File: config.mk
export PLATFORM = sky130hd
export DESIGN_NAME = arithmetic_encoder_core_flat
export DESIGN_NICKNAME = d
export VERILOG_FILES = /design/src/ace_pkg.sv /design/src/ace_in_if.sv /design/src/ace_out_if.sv /design/src/ace_front.sv /design/src/ace_queue.sv /design/src/ace_back.sv /design/src/arithmetic_encoder_core.sv /design/src/flat_wrapper.sv
export SDC_FILE = /design/constraint.sdc
export NUM_CORES = 2
export LEC_CHECK = 0
export ABC_CLOCK_PERIOD_IN_PS = 9100
export BUFFER_PORTS_ARGS = -buffer_cell sky130_fd_sc_hd__buf_2
export CAP_MARGIN = 20
export CORE_MARGIN = 2
export CORE_UTILIZATION = 65
export CTS_CLUSTER_SIZE = 16
export DETAILED_ROUTE_END_ITERATION = 6
export PLACE_DENSITY = 0.82
export SKIP_LAST_GASP = 1
export SLEW_MARGIN = 25
export SYNTH_ARGS = -nofsm -noshare
export SYNTH_HDL_FRONTEND = slang
export SYNTH_SLANG_ARGS = --single-unit
File: constraint.sdc
create_clock -name clk -period 9.1 [get_ports clk]
set_input_delay 0.455 -clock clk [delete_from_list [all_inputs] [get_ports clk]]
set_output_delay 0.455 -clock clk [all_outputs]
set_load 0.05 [all_outputs]
File: src/ace_pkg.sv
`timescale 1ns / 1ps
`default_nettype none
package ace_pkg;
  localparam int CODE_BITS_DEF = 16;
  localparam int FREQ_BITS_DEF = 14;
  localparam int MAX_RESULTS   = 16;
  localparam int PEND_W        = 32;
  localparam int QUEUE_DEPTH   = 2;

  localparam logic CMD_ENCODE = 1'b0;
  localparam logic CMD_FINISH = 1'b1;
endpackage
`default_nettype wire

File: src/ace_in_if.sv
`timescale 1ns / 1ps
`default_nettype none
interface ace_in_if #(
  parameter int FREQ_BITS = 14
);
  logic                 valid;
  logic                 ready;
  logic                 command;
  logic [FREQ_BITS-1:0] cum_low;
  logic [FREQ_BITS-1:0] cum_high;
  logic [FREQ_BITS-1:0] total;

  modport source (output valid, command, cum_low, cum_high, total, input ready);
  modport sink (input valid, command, cum_low, cum_high, total, output ready);
endinterface
`default_nettype wire

File: src/ace_out_if.sv
`timescale 1ns / 1ps
`default_nettype none
interface ace_out_if #(
  parameter int PEND_W = 32
);
  logic              valid;
  logic              ready;
  logic              out_bit;
  logic [PEND_W-1:0] follow_count;
  logic              last;

  modport source (output valid, out_bit, follow_count, last, input ready);
  modport sink (input valid, out_bit, follow_count, last, output ready);
endinterface
`default_nettype wire

File: src/ace_front.sv
`timescale 1ns / 1ps
`default_nettype none
module ace_front import ace_pkg::*; #(
  parameter int FREQ_BITS = FREQ_BITS_DEF,
  localparam int EW = 1 + 3 * FREQ_BITS
) (
  ace_in_if.sink        in_ch,
  input  wire logic     q_ready,
  output logic          q_push,
  output logic [EW-1:0] q_data
);
  logic range_ok;

  // bad symbol ranges are dropped here and never reach the coder
  assign range_ok = (in_ch.total != '0) && (in_ch.cum_low < in_ch.cum_high) &&
                    (in_ch.cum_high <= in_ch.total);
  assign in_ch.ready = q_ready;
  assign q_push = in_ch.valid && q_ready &&
                  ((in_ch.command == CMD_FINISH) || range_ok);
  assign q_data = {in_ch.command, in_ch.cum_low, in_ch.cum_high, in_ch.total};
endmodule
`default_nettype wire

File: src/ace_queue.sv
`timescale 1ns / 1ps
`default_nettype none
module ace_queue #(
  parameter int WIDTH = 8,
  parameter int DEPTH = 2,
  localparam int PW = (DEPTH > 1) ? $clog2(DEPTH) : 1,
  localparam int CW = $clog2(DEPTH + 1)
) (
  input  wire logic             clk,
  input  wire logic             rst_n,
  input  wire logic             push,
  input  wire logic [WIDTH-1:0] push_data,
  output logic                  push_ready,
  input  wire logic             pop,
  output logic                  pop_valid,
  output logic [WIDTH-1:0]      pop_data
);
  logic [WIDTH-1:0] mem_r [DEPTH];
  logic [PW-1:0]    wr_r, wr_nxt, rd_r, rd_nxt;
  logic [CW-1:0]    cnt_r, cnt_nxt;
  logic             do_push, do_pop;

  assign push_ready = (cnt_r != CW'(DEPTH));
  assign pop_valid  = (cnt_r != '0);
  assign pop_data   = mem_r[rd_r];
  assign do_push    = push && push_ready;
  assign do_pop     = pop && pop_valid;

  always_comb begin
    wr_nxt  = wr_r;
    rd_nxt  = rd_r;
    cnt_nxt = cnt_r;
    if (do_push) begin
      wr_nxt = (wr_r == PW'(DEPTH - 1)) ? '0 : wr_r + 1'b1;
    end
    if (do_pop) begin
      rd_nxt = (rd_r == PW'(DEPTH - 1)) ? '0 : rd_r + 1'b1;
    end
    if (do_push && !do_pop) begin
      cnt_nxt = cnt_r + 1'b1;
    end else if (!do_push && do_pop) begin
      cnt_nxt = cnt_r - 1'b1;
    end
  end

  always_ff @(posedge clk) begin
    if (!rst_n) begin
      wr_r  <= '0;
      rd_r  <= '0;
      cnt_r <= '0;
    end else begin
      wr_r  <= wr_nxt;
      rd_r  <= rd_nxt;
      cnt_r <= cnt_nxt;
    end
    if (do_push) begin
      mem_r[wr_r] <= push_data;
    end
  end
endmodule
`default_nettype wire

File: src/ace_back.sv
`timescale 1ns / 1ps
`default_nettype none
module ace_back import ace_pkg::*; #(
  parameter int CODE_BITS = CODE_BITS_DEF,
  parameter int FREQ_BITS = FREQ_BITS_DEF,
  localparam int EW = 1 + 3 * FREQ_BITS
) (
  input  wire logic          clk,
  input  wire logic          rst_n,
  input  wire logic          q_valid,
  input  wire logic [EW-1:0] q_data,
  output logic               q_pop,
  ace_out_if.source          out_ch
);
  localparam int RW  = CODE_BITS + 1;
  localparam int PW  = RW + FREQ_BITS;
  localparam int DCW = $clog2(PW);
  localparam int NW  = $clog2(MAX_RESULTS + 1);
  localparam logic [CODE_BITS-1:0] TOP = '1;

  typedef enum logic [2:0] {
    ST_IDLE, ST_FLUSH, ST_MUL, ST_DIV, ST_NARROW, ST_RENORM, ST_UNDER
  } state_t;

  state_t               st_r, st_nxt;
  logic [CODE_BITS-1:0] low_r, low_nxt, high_r, high_nxt;
  logic [PEND_W-1:0]    pend_r, pend_nxt, pend_inc;
  logic [FREQ_BITS-1:0] cl_r, cl_nxt, ch_r, ch_nxt, tot_r, tot_nxt;
  logic [PW-1:0]        ph_r, ph_nxt, pl_r, pl_nxt;
  logic [FREQ_BITS-1:0] rh_r, rh_nxt, rl_r, rl_nxt;
  logic [DCW-1:0]       dcnt_r, dcnt_nxt;
  logic [NW-1:0]        cnt_r, cnt_nxt;
  logic                 ov_r, ov_nxt, ob_r, ob_nxt, ol_r, ol_nxt;
  logic [PEND_W-1:0]    of_r, of_nxt;

  logic                 out_free, out_load;
  logic [RW-1:0]        range;
  logic [FREQ_BITS:0]   trial_h, trial_l;
  logic                 ge_h, ge_l;
  logic [CODE_BITS-1:0] sh_low, sh_high;
  logic                 agree, agree_next;

  assign out_free = !ov_r || out_ch.ready;
  assign pend_inc = (pend_r == '1) ? pend_r : pend_r + 1'b1;
  assign range    = {1'b0, high_r} - {1'b0, low_r} + RW'(1);

  // one quotient bit per cycle for both bounds
  assign trial_h = {rh_r, ph_r[PW-1]};
  assign trial_l = {rl_r, pl_r[PW-1]};
  assign ge_h    = trial_h >= {1'b0, tot_r};
  assign ge_l    = trial_l >= {1'b0, tot_r};

  assign agree      = !(low_r[CODE_BITS-1] ^ high_r[CODE_BITS-1]);
  assign sh_low     = {low_r[CODE_BITS-2:0], 1'b0};
  assign sh_high    = {high_r[CODE_BITS-2:0], 1'b1};
  assign agree_next = !(sh_low[CODE_BITS-1] ^ sh_high[CODE_BITS-1]);

  always_comb begin
    st_nxt   = st_r;
    low_nxt  = low_r;
    high_nxt = high_r;
    pend_nxt = pend_r;
    cl_nxt   = cl_r;
    ch_nxt   = ch_r;
    tot_nxt  = tot_r;
    ph_nxt   = ph_r;
    pl_nxt   = pl_r;
    rh_nxt   = rh_r;
    rl_nxt   = rl_r;
    dcnt_nxt = dcnt_r;
    cnt_nxt  = cnt_r;
    ob_nxt   = ob_r;
    of_nxt   = of_r;
    ol_nxt   = ol_r;
    out_load = 1'b0;
    q_pop    = 1'b0;
    case (st_r)
      ST_IDLE: begin
        if (q_valid) begin
          q_pop   = 1'b1;
          cl_nxt  = q_data[3*FREQ_BITS-1:2*FREQ_BITS];
          ch_nxt  = q_data[2*FREQ_BITS-1:FREQ_BITS];
          tot_nxt = q_data[FREQ_BITS-1:0];
          st_nxt  = (q_data[EW-1] == CMD_FINISH) ? ST_FLUSH : ST_MUL;
        end
      end
      ST_FLUSH: begin
        if (out_free) begin
          out_load = 1'b1;
          ob_nxt   = (low_r[CODE_BITS-1:CODE_BITS-2] != 2'b00);
          of_nxt   = pend_inc;
          ol_nxt   = 1'b1;
          low_nxt  = '0;
          high_nxt = TOP;
          pend_nxt = '0;
          st_nxt   = ST_IDLE;
        end
      end
      ST_MUL: begin
        ph_nxt   = PW'(range) * PW'(ch_r);
        pl_nxt   = PW'(range) * PW'(cl_r);
        rh_nxt   = '0;
        rl_nxt   = '0;
        dcnt_nxt = '0;
        st_nxt   = ST_DIV;
      end
      ST_DIV: begin
        rh_nxt   = ge_h ? FREQ_BITS'(trial_h - {1'b0, tot_r}) : trial_h[FREQ_BITS-1:0];
        rl_nxt   = ge_l ? FREQ_BITS'(trial_l - {1'b0, tot_r}) : trial_l[FREQ_BITS-1:0];
        ph_nxt   = {ph_r[PW-2:0], ge_h};
        pl_nxt   = {pl_r[PW-2:0], ge_l};
        dcnt_nxt = dcnt_r + 1'b1;
        if (dcnt_r == DCW'(PW - 1)) begin
          st_nxt = ST_NARROW;
        end
      end
      ST_NARROW: begin
        high_nxt = low_r + ph_r[CODE_BITS-1:0] - 1'b1;
        low_nxt  = low_r + pl_r[CODE_BITS-1:0];
        cnt_nxt  = '0;
        st_nxt   = ST_RENORM;
      end
      ST_RENORM: begin
        if (!agree) begin
          st_nxt = ST_UNDER;
        end else if (cnt_r == NW'(MAX_RESULTS)) begin
          // cap reached: leave the interval as it stands
          st_nxt = ST_IDLE;
        end else if (out_free) begin
          out_load = 1'b1;
          ob_nxt   = low_r[CODE_BITS-1];
          of_nxt   = pend_r;
          ol_nxt   = !(agree_next && (cnt_r != NW'(MAX_RESULTS - 1)));
          pend_nxt = '0;
          low_nxt  = sh_low;
          high_nxt = sh_high;
          cnt_nxt  = cnt_r + 1'b1;
        end
      end
      ST_UNDER: begin
        if (low_r[CODE_BITS-2] && !high_r[CODE_BITS-2]) begin
          pend_nxt = pend_inc;
          low_nxt  = {1'b0, low_r[CODE_BITS-3:0], 1'b0};
          high_nxt = {1'b1, high_r[CODE_BITS-3:0], 1'b1};
        end else begin
          st_nxt = ST_IDLE;
        end
      end
      default: begin
        st_nxt = ST_IDLE;
      end
    endcase
    ov_nxt = out_load ? 1'b1 : (out_ch.ready ? 1'b0 : ov_r);
  end

  always_ff @(posedge clk) begin
    if (!rst_n) begin
      st_r   <= ST_IDLE;
      low_r  <= '0;
      high_r <= TOP;
      pend_r <= '0;
      ov_r   <= 1'b0;
      dcnt_r <= '0;
      cnt_r  <= '0;
    end else begin
      st_r   <= st_nxt;
      low_r  <= low_nxt;
      high_r <= high_nxt;
      pend_r <= pend_nxt;
      ov_r   <= ov_nxt;
      dcnt_r <= dcnt_nxt;
      cnt_r  <= cnt_nxt;
    end
    cl_r  <= cl_nxt;
    ch_r  <= ch_nxt;
    tot_r <= tot_nxt;
    ph_r  <= ph_nxt;
    pl_r  <= pl_nxt;
    rh_r  <= rh_nxt;
    rl_r  <= rl_nxt;
    ob_r  <= ob_nxt;
    of_r  <= of_nxt;
    ol_r  <= ol_nxt;
  end

  assign out_ch.valid        = ov_r;
  assign out_ch.out_bit      = ob_r;
  assign out_ch.follow_count = of_r;
  assign out_ch.last         = ol_r;

  a_cap: assert property (@(posedge clk) disable iff (!rst_n)
    cnt_r <= NW'(MAX_RESULTS))
    else $error("result count past cap");

  a_no_overwrite: assert property (@(posedge clk) disable iff (!rst_n)
    (out_load && ov_r) |-> out_ch.ready)
    else $error("output word overwritten");

  a_flush_reset: assert property (@(posedge clk) disable iff (!rst_n)
    (st_r == ST_FLUSH && out_free) |=> (low_r == '0 && high_r == TOP && pend_r == '0))
    else $error("state not restored after finish");

  a_pend_cleared: assert property (@(posedge clk) disable iff (!rst_n)
    (st_r == ST_RENORM && out_load) |=> (pend_r == '0))
    else $error("pending count kept after emit");
endmodule
`default_nettype wire

File: src/arithmetic_encoder_core.sv
// encode word: dequeue, multiply, (CODE_BITS+1+FREQ_BITS) divide steps and narrow,
// then renormalise: emit one bit per agreeing top bit, then widen once per underflow step
// (at most MAX_RESULTS bits per word; when that cap is hit the underflow steps are skipped)
// finish word: a final bit marked last; bad ranges are dropped at the front in the accept cycle
// throughput set by the one-bit-per-cycle restoring dividers; a 2-entry queue decouples input
// synchronous active-low reset: interval low 0, high all ones, pending count 0
`timescale 1ns / 1ps
`default_nettype none
module arithmetic_encoder_core import ace_pkg::*; #(
  parameter int CODE_BITS = CODE_BITS_DEF,
  parameter int FREQ_BITS = FREQ_BITS_DEF
) (
  input  wire logic clk,
  input  wire logic rst_n,
  ace_in_if.sink    in_ch,
  ace_out_if.source out_ch
);
  localparam int EW = 1 + 3 * FREQ_BITS;

  logic          q_push, q_ready, q_pop, q_valid;
  logic [EW-1:0] q_wdata, q_rdata;

  ace_front #(.FREQ_BITS(FREQ_BITS)) u_front (
    .in_ch   (in_ch),
    .q_ready (q_ready),
    .q_push  (q_push),
    .q_data  (q_wdata)
  );

  ace_queue #(.WIDTH(EW), .DEPTH(QUEUE_DEPTH)) u_queue (
    .clk        (clk),
    .rst_n      (rst_n),
    .push       (q_push),
    .push_data  (q_wdata),
    .push_ready (q_ready),
    .pop        (q_pop),
    .pop_valid  (q_valid),
    .pop_data   (q_rdata)
  );

  ace_back #(.CODE_BITS(CODE_BITS), .FREQ_BITS(FREQ_BITS)) u_back (
    .clk     (clk),
    .rst_n   (rst_n),
    .q_valid (q_valid),
    .q_data  (q_rdata),
    .q_pop   (q_pop),
    .out_ch  (out_ch)
  );
endmodule
`default_nettype wire

File: src/flat_wrapper.sv
// flat-port wrapper written by rule: the top's interface ports become plain ports
module arithmetic_encoder_core_flat import ace_pkg::*;
#(
  parameter int CODE_BITS = CODE_BITS_DEF,
  parameter int FREQ_BITS = FREQ_BITS_DEF
)
  (clk, rst_n, in_ch_valid, in_ch_command, in_ch_cum_low, in_ch_cum_high, in_ch_total, in_ch_ready, out_ch_valid, out_ch_out_bit, out_ch_follow_count, out_ch_last, out_ch_ready);
  ace_in_if #(.FREQ_BITS(FREQ_BITS)) in_ch_i ();
  ace_out_if #(.PEND_W(PEND_W)) out_ch_i ();
  input  wire logic clk;
  input  wire logic rst_n;
  input wire logic [$bits(in_ch_i.valid)-1:0] in_ch_valid;
  input wire logic [$bits(in_ch_i.command)-1:0] in_ch_command;
  input wire logic [$bits(in_ch_i.cum_low)-1:0] in_ch_cum_low;
  input wire logic [$bits(in_ch_i.cum_high)-1:0] in_ch_cum_high;
  input wire logic [$bits(in_ch_i.total)-1:0] in_ch_total;
  output wire logic [$bits(in_ch_i.ready)-1:0] in_ch_ready;
  output wire logic [$bits(out_ch_i.valid)-1:0] out_ch_valid;
  output wire logic [$bits(out_ch_i.out_bit)-1:0] out_ch_out_bit;
  output wire logic [$bits(out_ch_i.follow_count)-1:0] out_ch_follow_count;
  output wire logic [$bits(out_ch_i.last)-1:0] out_ch_last;
  input wire logic [$bits(out_ch_i.ready)-1:0] out_ch_ready;
  assign in_ch_i.valid = in_ch_valid;
  assign in_ch_i.command = in_ch_command;
  assign in_ch_i.cum_low = in_ch_cum_low;
  assign in_ch_i.cum_high = in_ch_cum_high;
  assign in_ch_i.total = in_ch_total;
  assign in_ch_ready = in_ch_i.ready;
  assign out_ch_valid = out_ch_i.valid;
  assign out_ch_out_bit = out_ch_i.out_bit;
  assign out_ch_follow_count = out_ch_i.follow_count;
  assign out_ch_last = out_ch_i.last;
  assign out_ch_i.ready = out_ch_ready;
  arithmetic_encoder_core #(.CODE_BITS(CODE_BITS), .FREQ_BITS(FREQ_BITS)) u_core (.clk(clk), .rst_n(rst_n), .in_ch(in_ch_i), .out_ch(out_ch_i));
endmodule
* Word level (Yosys, flattened, before mapping)
Memory sizes are Yosys's and may differ from the RTL's. A register that Yosys moved wholly into a read port is not among the register bits. Cells that the tools add are included.
Cells by class: multiply operators 2, bitwise logic cells 2, equality and inequality tests 20, add/sub/neg operators 14, multiplexer cells 68, reductions and logical operators 35, order comparisons 4
Operators by type and width (count):
- two-way mux 32 bit | 9
- two-way mux 16 bit | 10
- case mux 16 bit (4 select lines) | 2
- case mux 31 bit (2 select lines) | 2
- case mux 32 bit (3 select lines) | 1
- case mux 32 bit (2 select lines) | 1
- multiplier 17 x 14 -> 31 bit | 2
- case mux 14 bit (2 select lines) | 2
- adder 16 bit | 2
- adder 32 x 1 -> 32 bit, second input constant | 1
- == test 32 bit, second input constant | 1
- >= comparator 15 x 14 -> 1 bit | 2
- two-way mux 14 bit | 2
- subtractor 14 bit | 2
- two-way mux 1 bit | 21
- case mux 3 bit (7 select lines) | 1
- case mux 5 bit (2 select lines) | 2
- two-way mux 3 bit | 6
- adder 17 x 1 -> 17 bit, second input constant | 1
- subtractor 16 x 16 -> 17 bit | 1
- inequality test 2 bit, second input constant | 8
- subtractor 16 x 1 -> 16 bit, second input constant | 1
- two-way mux 5 bit | 3
- <= comparator 14 bit | 1
- other kinds (27) | 61
Word-level totals: output and inout bits 36, memory bits (writable) 86, flip-flop bits (word level) 248, memories kept 1, bits of input ports 47
Memory list:
- u_core.u_queue.mem_r | depth 2, width 43, rd ports 1, clocked after Yosys merged registers in 1, wr ports 1, line ace_queue.sv:18 | logic [WIDTH-1:0] mem_r [DEPTH];

* Depth between registers and ports, before layout
depth after elaboration 10, mapped depth 37, mapped depth without buffers 35

* Hierarchy
From an unflattened synthesis, not the netlist that was laid out.
Second synthesis, totals: cells, all modules 3588, area total of the unflattened synthesis 34381.7 um2
By module, submodules not included:
- ace_back | instances 1, sequential area each 6546.3 um2, area an instance 29983.8 um2, cells an instance 3286
- ace_queue | instances 1, sequential area each 2682.6 um2, area an instance 3342.0 um2, cells an instance 158
- ace_front | instances 1, sequential area each 0.0 um2, area an instance 1056.0 um2, cells an instance 144

* Worst setup path before layout
OpenSTA, ideal clock, no wires.
path kind register to register, from register u_core.u_back.low_r[1], to register u_core.u_back.pl_r[29] (data pin), required time 8.837 ns, cell stages (with the launch flop) 35, slack 0.945 ns, data arrival time 7.892 ns, period minus slack after synthesis 8.155 ns, path buffers 1, cell sequence dfxtp_1 -> ha_1 -> inv_1 -> ha_1 -> inv_1 -> fa_1 -> nor2b_1 -> o21ai_2 -> a21boi_2 -> o31ai_2 -> a21oi_1 -> a21o_1 -> a211oi_1 -> nor2_1 -> clkbuf_1 -> nand2_1 -> fa_1 -> fa_1 -> inv_1 -> fa_1 -> fa_1 -> fa_1 -> inv_1 -> fa_1 -> inv_1 -> ha_1 -> a21oi_1 -> o21ai_1 -> a2111oi_4 -> o31ai_2 -> a41oi_2 -> a32oi_2 -> a221oi_2 -> xor2_1 -> o21ai_1
Between the ends: word-level cells in the longest chain between the ends 4
RTL lines:
- start: declaration | line ace_back.sv:26 | logic [CODE_BITS-1:0] low_r, low_nxt, high_r, high_nxt;
- start signal: assignment | line ace_back.sv:167 | low_r <= low_nxt;
- subtractor 16 x 16 -> 17 bit | line ace_back.sv:45 | assign range = {1'b0, high_r} - {1'b0, low_r} + RW'(1);
- adder 17 x 1 -> 17 bit | line ace_back.sv:45
- multiplier 17 x 14 -> 31 bit | line ace_back.sv:101 | pl_nxt = PW'(range) * PW'(cl_r);
- case mux 31 bit (2 select lines) | line ace_back.sv:77 | case (st_r)
- named net u_core.u_back.pl_nxt[29] | line ace_back.sv:29 | logic [PW-1:0] ph_r, ph_nxt, pl_r, pl_nxt;
- end signal: assignment | line ace_back.sv:178 | pl_r <= pl_nxt;
- end: declaration | line ace_back.sv:29
The timed path passes the listed nets, and every way through them passes these cells. A chain may end at the register's enable or synchronous reset.

* Final worst setup path
from register u_core.u_back.low_r[1], to register u_core.u_back.pl_r[27] (data pin)
The elaborated chain is that of the path after synthesis.

==> results.json <==
{
  "cts_htree_levels": 2,
  "skew_ns": 0.01993,
  "wl_um": 79650,
  "synth_edf_count": 252,
  "critPathBufInv": 7,
  "fmax_ghz": 0.1155,
  "relSlewSlack_pct": 31.87,
  "antenna_found_initial": 1,
  "cts_hold_buf": 0,
  "die_h_um": 235.2,
  "cts_sinks": 335,
  "avgSynthCellArea_um2": 9.472,
  "synthCells": 3669,
  "syn-cell-area_um2": 34750,
  "slew_viol_final": 0,
  "cp_data_arrival_time_ns": 8.94,
  "async_reset_ff_share_pct": 0,
  "dieArea_um2": 55330,
  "final_net_count": 4396,
  "crit_type": "register to register",
  "final_util_pct": 70.47,
  "grt_usage_pct": 29.53,
  "cts_tree": "yes",
  "port_buffers": 82,
  "clk_path_buf_depth": 3,
  "synth_flop_cell": "edfxtp_1",
  "gp_congestion": 0.9188,
  "r2r-end": "u_core.u_back.pl_r[27]",
  "vias_per_cell": 6.029,
  "drtIter0Drc": 2093,
  "drc": 13,
  "first_pass_iters": 7,
  "grt_pass1_vias": 26740,
  "crit_required_ns": 9.38,
  "area_growth_pct": 6.974,
  "min-delay-start": "in_ch_cum_low[6]",
  "setup_tns_ns": 0,
  "avgRoutedWirePerCell_um": 18.19,
  "maxCapViolCount": 0,
  "ant_nets": 0,
  "setup_viol": 0,
  "numCtsBuffers": 38,
  "hold_viol_final": 0,
  "hpwl_um": 58860,
  "diodes": 0,
  "crit_top_cell": "fa_1",
  "hold_end": "u_core.u_queue.mem_r[0][34]",
  "worst_pin_slew_ns": 1.022,
  "yosysUniqueCellTypes": 89,
  "ys_ff_latch": 335,
  "cts-root-buf": "clkbuf_16",
  "overflow": 0,
  "r2r_slack_ns": 0.44,
  "initial_core_util_pct": 65.87,
  "grt_max_degree": 86,
  "slowest_delay_ns": 0.55,
  "hold_class": "primary input to register",
  "grt_pass1_wl_um": 133400,
  "outcome": "finished with violations",
  "vias": 26400,
  "start_kind": "register",
  "fin_crit_sh_pct": 95.11,
  "path_max_fanout": 28,
  "timing.rr.start": "u_core.u_back.low_r[1]",
  "die_width_um": 235.2,
  "cpLargestDelayFamily": "adder cells",
  "clock_latency_ns": 0.58,
  "clk_pin_slew_ns": 0.06,
  "drive_gt1_share_pct": 7.884,
  "core_um2": 52760,
  "worstRegToRegCells": 34,
  "hold_depth": 1,
  "violations": "design-rule violations",
  "yosysSeqAreaShare_pct": 26.55,
  "critPathCaptureType": "register",
  "slowest_stage": "fa_1",
  "ios": 83,
  "rows": 84,
  "min_period_ns": 8.655,
  "rsz0062_at_grt": "no",
  "ys_warn_count": 0,
  "syn_nets": 4403
}
## metrics by stage
stage	worst slack, ns	instance area (um^2)	hold WS (ns)	instances
after floorplan	0.9447	34750	0.4622	3669
after global placement	0.4840	35830	0.4891	4310
final	0.4448	37180	0.08660	4379
after detailed placement	0.2993	35830	0.4904	4310
after CTS	0.3158	37130	0.06315	4379
after global routing	0.01251	37180	0.07589	4379
## cells in the final DEF (no fill, tap or decap), drive strengths merged, types with 10 or more instances in the layout
cell    netlist  routed
clkbuf      140      48
nor2        176     176
nand2       432     432
and2        218     218
fa          359     359
a221oi       20      20
nor3         33      33
and3         11      11
nand4        23      23
o211ai       30      30
nor4         29      29
nand2b       33      33
mux2i        24      24
o21a         19      19
a31oi        15      15
a311oi       17      17
o21ai       150     150
nand3        93      93
or3          14      14
clkinv        0      14
mux2         46      46
a21oi       133     133
ha          328     328
xnor2        88      88
nor2b        71      71
a21o         58      58
o31ai        16      16
edfxtp      252     252
a21boi       10      10
inv         506     507
a211oi       19      19
dfxtp        83      83
buf          32     125
xor2         63      63
o21bai       15      15
or2          10      10
## synth_stat cells, types with 7 or more instances
cell | count | area [um^2]
a211oi_1 | 18 | 135.1
a21boi_0 | 7 | 52.55
a21o_1 | 58 | 435.4
a21oi_1 | 131 | 655.6
a221oi_1 | 19 | 166.4
a22oi_1 | 9 | 67.56
a311oi_1 | 17 | 148.9
a31oi_1 | 15 | 93.84
and2_1 | 218 | 1364
and3_1 | 11 | 68.82
and4_1 | 8 | 70.07
buf_1 | 19 | 71.32
buf_2 | 12 | 60.06
clkbuf_1 | 140 | 525.5
dfxtp_1 | 83 | 1662
edfxtp_1 | 252 | 7567
fa_1 | 359 | 7187
ha_1 | 328 | 4104
inv_1 | 504 | 1892
mux2_2 | 46 | 518.0
mux2i_1 | 24 | 240.2
nand2_1 | 431 | 1618
nand2b_1 | 33 | 206.5
nand3_1 | 93 | 465.5
nand4_1 | 23 | 143.9
nor2_1 | 176 | 660.6
nor2b_1 | 71 | 444.2
nor3_1 | 32 | 160.2
nor4_1 | 25 | 156.4
o211ai_1 | 30 | 225.2
o21a_1 | 19 | 142.6
o21ai_0 | 136 | 680.7
o21ai_1 | 12 | 60.06
o21bai_1 | 15 | 112.6
o311ai_0 | 7 | 61.31
o31ai_1 | 14 | 105.1
or3_1 | 14 | 87.58
or4_1 | 7 | 52.55
xnor2_1 | 88 | 770.7
xor2_1 | 62 | 543.0
## worst reg2reg max path, delay by kind of cell, from the launching register on
family                   cells  cell delay, ns
flip-flops                   1            0.43
AO/OA/AOI/OAI               13            2.50
adder cells (fa/ha/maj)     10            4.37
AND/OR/NAND/NOR              3            0.44
XOR/XNOR                     1            0.15
buffers and inverters        7            0.49
## sequential cells by signal (all words and copies together), names as in the netlist, 2 cells and up, named ones only
name	flops
u_core.u_back.rl_r	14
u_core.u_back.high_r	16
u_core.u_back.low_r	16
u_core.u_queue.mem_r	86
u_core.u_back.tot_r	14
u_core.u_back.ph_r	31
u_core.u_back.ch_r	14
u_core.u_back.out_ch.follow_count	32
u_core.u_back.dcnt_r	5
u_core.u_back.st_r	3
u_core.u_back.pl_r	31
u_core.u_queue.cnt_r	2
u_core.u_back.cl_r	14
u_core.u_back.cnt_r	5
u_core.u_back.rh_r	14
u_core.u_back.pend_r	32
## cell families after synthesis
| kind of cell | Yosys count | share of synthesized area [%] |
|---|---|---|
| DFF | 335 | 26.55 |
| muxes | 70 | 2.182 |
| buffers and inverters | 678 | 7.377 |
| xor gates and xnor gates | 151 | 3.827 |
| adders and majority gates | 687 | 32.49 |
| and+or+nand+nor | 1170 | 16.54 |
| AOI/OAI and AO/OA | 578 | 11.04 |
## cell type report
cell class	instances	area (um^2)
fillers	3977	15580
clock buffers	48	1018
repair buffers	125	745.7
multi-input cells	2656	23140
flip-flops and latches	335	9233
clock inverters	21	277.8
inverters	506	1902
well taps	688	860.8
## how the worst max path moves through the flow
stage                            from                      to  slack (ns)  cells after the start
3_5_place_dp   u_core.u_back.low_r[1]  u_core.u_back.pl_r[29]        0.30                     34
2_1_floorplan  u_core.u_back.low_r[1]  u_core.u_back.pl_r[29]        0.94                     34
4_1_cts        u_core.u_back.low_r[1]  u_core.u_back.pl_r[29]        0.32                     34
3_3_place_gp   u_core.u_back.low_r[2]  u_core.u_back.pl_r[18]        0.48                     29
6_report       u_core.u_back.low_r[1]  u_core.u_back.pl_r[27]        0.44                     34
5_1_grt        u_core.u_back.low_r[1]  u_core.u_back.pl_r[27]        0.01                     34
## metal layers
layer / vias up / track usage (%) / wire length, um
li1: 12260 / - / -
met1: 12910 / 39.12 / 32840
met2: 1027 / 48.85 / 37980
met3: 204 / 3.600 / 5186
met4: 2 / 13.74 / 3633
met5: - / 0 / 10
## repair_timing
action,in CTS,in global routing
setup buffers,0,0
setup endpoints to repair,0,8
resized for setup,0,7
Power is left out: the tool's default activity adds up to more than one toggle a clock period on the data nets, which glitch-free logic cannot reach.
